File: src/rtl/custom_risc_integer_execute_defines.svh
// assertion macros for the integer execute block
`ifndef CUSTOM_RISC_INTEGER_EXECUTE_DEFINES_SVH
`define CUSTOM_RISC_INTEGER_EXECUTE_DEFINES_SVH

// same-cycle implication, checked outside reset
`define CRIE_ASSERT_NOW(lbl, ante, cons, msg) \
  lbl: assert property (@(posedge clk_i) disable iff (!rst_ni) (ante) |-> (cons)) \
    else $error(msg);

// next-cycle implication, checked outside reset
`define CRIE_ASSERT_NEXT(lbl, ante, cons, msg) \
  lbl: assert property (@(posedge clk_i) disable iff (!rst_ni) (ante) |=> (cons)) \
    else $error(msg);

`endif

File: src/rtl/crie_pkg.sv
// shared types and constants of the integer execute block
package crie_pkg;

  localparam int XLEN = 32;

  typedef enum logic [3:0] {
    OP_RTYPE  = 4'h1,
    OP_ITYPE  = 4'h2,
    OP_STORE  = 4'h3,
    OP_BRANCH = 4'h4,
    OP_LUI    = 4'h5,
    OP_AUIPC  = 4'h6,
    OP_JAL    = 4'h7,
    OP_JALR   = 4'h8,
    OP_LOAD   = 4'h9,
    OP_CSR    = 4'hB
  } opcode_e;

  typedef enum logic [1:0] {
    CLS_OTHER  = 2'd0,
    CLS_MEM    = 2'd1,
    CLS_BRANCH = 2'd2
  } class_e;

  localparam logic [2:0] F3_ADD  = 3'd0;
  localparam logic [2:0] F3_SLL  = 3'd1;
  localparam logic [2:0] F3_XOR  = 3'd4;
  localparam logic [2:0] F3_OR   = 3'd6;
  localparam logic [2:0] F3_AND  = 3'd7;
  localparam logic [2:0] F3_BEQ  = 3'd0;
  localparam logic [2:0] F3_BNE  = 3'd1;
  localparam logic [2:0] F3_BLT  = 3'd4;
  localparam logic [2:0] F3_BGE  = 3'd5;
  localparam logic [2:0] F3_CSRW = 3'd1;
  localparam logic [2:0] F3_CSRR = 3'd2;

  localparam logic [6:0] F7_BASE = 7'h00;
  localparam logic [6:0] F7_SUB  = 7'h20;

  // register that csr in/out use
  localparam logic [5:0] REG_IO = 6'd10;

  typedef struct packed {
    logic [XLEN-1:0] pc_step;
    class_e          access_class;
    logic [5:0]      dest_reg;
    logic [5:0]      src1_reg;
    logic [5:0]      src2_reg;
    logic            out_valid;
    logic [XLEN-1:0] out_value;
  } result_t;

endpackage

File: src/rtl/crie_agu.sv
// address unit: signed word address reduced modulo the memory size, four stages
module crie_agu #(
  parameter int MEM_WORDS = 65536
) (
  input  logic                         clk_i,
  input  logic                         rst_ni,
  input  logic                         start_i,
  input  logic [crie_pkg::XLEN-1:0]    sum_i,
  output logic                         done_o,
  output logic [$clog2(MEM_WORDS)-1:0] idx_o
);

  localparam int AW  = $clog2(MEM_WORDS);
  localparam int RW  = 34 - AW;
  localparam int P1W = 33 + RW;

  localparam longint WordsL = longint'(MEM_WORDS);
  localparam longint HalfL  = longint'(1) <<< 31;
  localparam longint OffsL  = WordsL * ((HalfL + WordsL - 1) / WordsL);
  localparam longint RecipL = (longint'(1) <<< 33) / WordsL;

  localparam logic [32:0]   OFFSET  = 33'(OffsL);
  localparam logic [RW-1:0] RECIP   = RW'(RecipL);
  localparam logic [32:0]   WORDS33 = 33'(WordsL);

  logic          v1_q, v2_q, v3_q, v4_q;
  logic [32:0]   u_q, u2_q, u3_q;
  logic [P1W-1:0] p1_q;
  logic [32:0]   p2_q;
  logic [RW-1:0] q_est;
  logic [32:0]   rem;
  logic [AW-1:0] idx_q;

  assign q_est = p1_q[P1W-1:33];
  assign rem   = u3_q - p2_q;

  always_ff @(posedge clk_i or negedge rst_ni) begin
    if (!rst_ni) begin
      v1_q <= 1'b0;
      v2_q <= 1'b0;
      v3_q <= 1'b0;
      v4_q <= 1'b0;
    end else begin
      v1_q <= start_i;
      v2_q <= v1_q;
      v3_q <= v2_q;
      v4_q <= v3_q;
    end
  end

  // offset is a multiple of the size that makes the sum non-negative
  always_ff @(posedge clk_i) begin
    if (start_i) begin
      u_q <= {sum_i[crie_pkg::XLEN-1], sum_i} + OFFSET;
    end
    if (v1_q) begin
      p1_q <= P1W'(u_q) * P1W'(RECIP);
      u2_q <= u_q;
    end
    if (v2_q) begin
      p2_q <= 33'(q_est) * WORDS33;
      u3_q <= u2_q;
    end
    // quotient estimate is at most one low, so one correction
    if (v3_q) begin
      idx_q <= (rem >= WORDS33) ? AW'(rem - WORDS33) : AW'(rem);
    end
  end

  assign done_o = v4_q;
  assign idx_o  = idx_q;

endmodule

File: config.mk
export PLATFORM = sky130hd
export DESIGN_NAME = crie_agu
export DESIGN_NICKNAME = d
export VERILOG_FILES = /design/src/rtl/custom_risc_integer_execute_defines.svh /design/src/rtl/crie_pkg.sv /design/src/rtl/crie_agu.sv
export SDC_FILE = /design/constraint.sdc
export NUM_CORES = 1
export LEC_CHECK = 0
export ABC_AREA = 1
export BUFFER_PORTS_ARGS = -buffer_cell sky130_fd_sc_hd__buf_4
export CAP_MARGIN = 20
export CORE_ASPECT_RATIO = 0.7
export CORE_UTILIZATION = 45
export DETAILED_ROUTE_END_ITERATION = 8
export MAX_ROUTING_LAYER = met4
export PLACE_DENSITY = 0.7
export SETUP_SLACK_MARGIN = 0.02
export SLEW_MARGIN = 15
export SYNTH_ARGS = -nofsm -noshare
export SYNTH_HDL_FRONTEND = slang
export SYNTH_SLANG_ARGS = --single-unit
export TNS_END_PERCENT = 1
File: constraint.sdc
create_clock -name clk_i -period 1.25 [get_ports clk_i]
set_input_delay 0.25 -clock clk_i [delete_from_list [all_inputs] [get_ports clk_i]]
set_output_delay 0.25 -clock clk_i [all_outputs]
set_load 0.005 [all_outputs]
==> summary.md <==
The flow ran to the end, and the final reports show no timing, DRC or antenna violations. Sorting the synthesized cells by area gives the leading types as sky130_fd_sc_hd__edfxtp_1 95%, sky130_fd_sc_hd__dfrtp_1 5.0%. The run gives 19 as the count of standard-cell rows. For the maximum count of clock buffers along a single path, the log shows 2. The number of global-route vias before repair was 745; the post-layout instance count excluding filler cells was 175. Counting every sink on the clock net gives 68.

For the sequential element share of the synthesized area, the log shows 100.0%. Summed over all nets, wire length on met3 after detailed routing comes to 184 um. The total power per unit cell area is 1647 mW/mm^2. The congestion estimate from routability-driven global placement came to 0.6059. For this run, the top clock speed supported by timing is 927.8 MHz. Growth of design area from synthesis to finish: 27.17%. For this design the static power due to leakage is 0.9561 nW.

The floorplan step set the die height to 58.08 um. The floorplan step set the die width to 82.12 um. The logs give 0 ns for the sum of negative setup slack and 18 for the maximum number of pins on one net before global-route repair. The post-route netlist has 41.46% of its cells at a drive strength greater than 1. Setup violations remaining at the end of the flow were counted as 0. The DRC violation count after routing is 0.

The highest routing layer actually used is met4. The buffer and inverter count on the worst path works out to 1. In the routed layout, each cell is associated on average with a via count of 4.246. TritonCTS created 9 clock buffers. The routed layout has 743 vias. The logs give 0.008044 ns for the setup clock skew after layout and 0 for the count of maximum capacitance violations. The root buffer cell chosen for the clock tree is sky130_fd_sc_hd__clkbuf_8. The commonest cells after synthesis are 64 x sky130_fd_sc_hd__edfxtp_1, 4 x sky130_fd_sc_hd__dfrtp_1. STA puts the critical path data arrival time at 0.83 ns. The die covers 0.004769 mm^2. The floorplan step defined a core boundary enclosing 0.004113 mm^2.

The first-pass detailed-route iteration total was 5; the maximum fanout along the worst path was 1. After layout, the worst path uses 86.22% of the clock period. For the pin with the worst max-slew slack, the measured transition is 0.2468 ns. The run gives 3 as the number of H-tree levels. In the final layout, the multi-input gates occupy 0 um^2. Among cell families on the critical path, the largest total delay comes from flip-flops. The cts-stage hold buffer count is 1. The post-synthesis net count was 103; the synthesized area per cell was 29.73 um^2. The later-pin clock latency in the skew report is 0.31 ns. The total global routing track utilization was 10.51%. The relative slew slack is 83.55%, and the synthesized instance count is 68. The count of flip-flops with a built-in enable after synthesis works out to 64. Clock-pin slew was measured on the worst setup and hold paths at 0.07 ns. The worst setup path is launched from a flop.

The first-pass GRT wire length was 3381 um. For the total instance count after detailed placement, the log shows 158. Path type of the worst setup path: flop to output port. TritonCTS built the clock tree. The number of antenna violations at the first check in global routing was 0; the final-report hold violation count was 0. The tools report the number of multi-input combinational cells in the layout as 0. Overall power consumption after layout is estimated at 4.234 mW. The dominant cell type by area after synthesis was sky130_fd_sc_hd__edfxtp_1. The worst hold path belongs to the class input port to flop. The net count of the finished layout is 153. The number of slew-limit violations in the final report was 0; the number of DRC markers after the initial detailed-route iteration was 16.

The initial utilization of the core area, before any placement, comes to 49.16%. Setup repair after global routing left no endpoint under its margin. The setup fix buffers added after clock tree synthesis was 0.

The clock period could shrink to 1.078 ns. After detailed routing, the total wire length is 2027 um. The worst vdd rail ir drop was 0.0008020 V; the post-cts resize count was 0. The total routed wire length on the met1 layer was 825 um; the post-synthesis cell area was 0.002022 mm^2. The number of warnings reported in the yosys synthesis log was 0; the post-route antenna net violation count was 0. Summed over all layers, the global routing overflow is 0. For this run, the share of the core covered by cells in the final layout is 62.52%.

The tools report the met2 wire length as 1007 um. sky130_fd_sc_hd__edfxtp_1 is the most common cell in the netlist. The count of input and output buffers came out at 35. The share of async-settable or async-resettable flops after synthesis works out to 5.882%. Average wire per cell in the routed design: 11.58 um. For this run, the leading register cell type out of synthesis is sky130_fd_sc_hd__edfxtp_1. At the worst endpoint, the required time is 1.00 ns. Traced cell by cell, the critical path runs through buf_4. The boundary pin count was 52; the biggest cell delay along the critical path was 0.37 ns. For the distinct cell type count after synthesis, the log shows 2. Summed over its instances, the top area cell type makes up 95.05% of the synthesized netlist area. The sort of element at the end of the critical path was an output port. The largest individual stage delay along the critical path comes from the cell sky130_fd_sc_hd__edfxtp_1. The register bit count reported by yosys is 68. The count of inserted antenna diode cells came out at 0.
==> cells by family after synthesis <==
kind of cell | Yosys count | share of synthesized area, %
DFF | 68 | 100.0
==> metrics by stage <==
stage / cell area, um^2 / hold WS [ns] / setup slack (ns)
detailed placement: 2397 / 0.05327 / 0.3171
global route: 2571 / 0.1002 / 0.1279
global placement: 2397 / 0.05306 / 0.3463
floorplan: 2022 / -0.04559 / 0.2544
finish: 2571 / 0.1190 / 0.1722
CTS: 2571 / 0.1074 / 0.1513
==> area by class of cell <==
class                 count  area [um^2]
Sequential cell          68         2022
Fill cell               283         1541
Timing Repair Buffer     39        320.3
Clock buffer             13        148.9
Tap cell                 52        65.06
Clock inverter            3        15.01
==> metal layers <==
metal / vias up / global-route usage (%)
li1: 373 / -
met1: 341 / 13.17
met2: 27 / 14.88
met3: 2 / 3.780
met4: 0 / 6.015
met5: - / -
==> cell usage in the layout, fill, tap and decap left out <==
master / count
sky130_fd_sc_hd__clkinv_2: 3
sky130_fd_sc_hd__dfrtp_1: 4
sky130_fd_sc_hd__buf_12: 2
sky130_fd_sc_hd__buf_4: 36
sky130_fd_sc_hd__clkbuf_1: 3
sky130_fd_sc_hd__edfxtp_1: 64
sky130_fd_sc_hd__clkbuf_8: 10
sky130_fd_sc_hd__dlygate4sd3_1: 1
==> registers in the layout, summed over array words and instances, names as in the netlist <==
signal,flops
v1_q,1
done_o,1
idx_o,16
v2_q,1
u_q,16
u3_q,16
u2_q,16
v3_q,1
==> power breakdown <==
group / total [mW] / switching (mW) / internal (mW) / leakage, nW
Sequential: 2.70 / 0.0387 / 2.66 / 0.673
Clock: 1.42 / 0.658 / 0.766 / 0.0872
Combinational: 0.114 / 0.0475 / 0.0668 / 0.196
==> path summary, 6_finish.rpt <==
check	startpoint	to	slack [ns]	cells past startpoint
setup / recovery	idx_o[8]	idx_o[8]	0.17	1
hold / removal	sum_i[2]	u_q[2]	0.12	1
setup reg to reg	v3_q	idx_o[12]	0.31	1
hold reg to reg	u2_q[6]	u3_q[6]	0.41	0
max in group asynchronous	rst_ni	v2_q	0.83	2
min in group asynchronous	rst_ni	done_o	0.31	2
No activity file was read; power rests on OpenSTA's default activity.
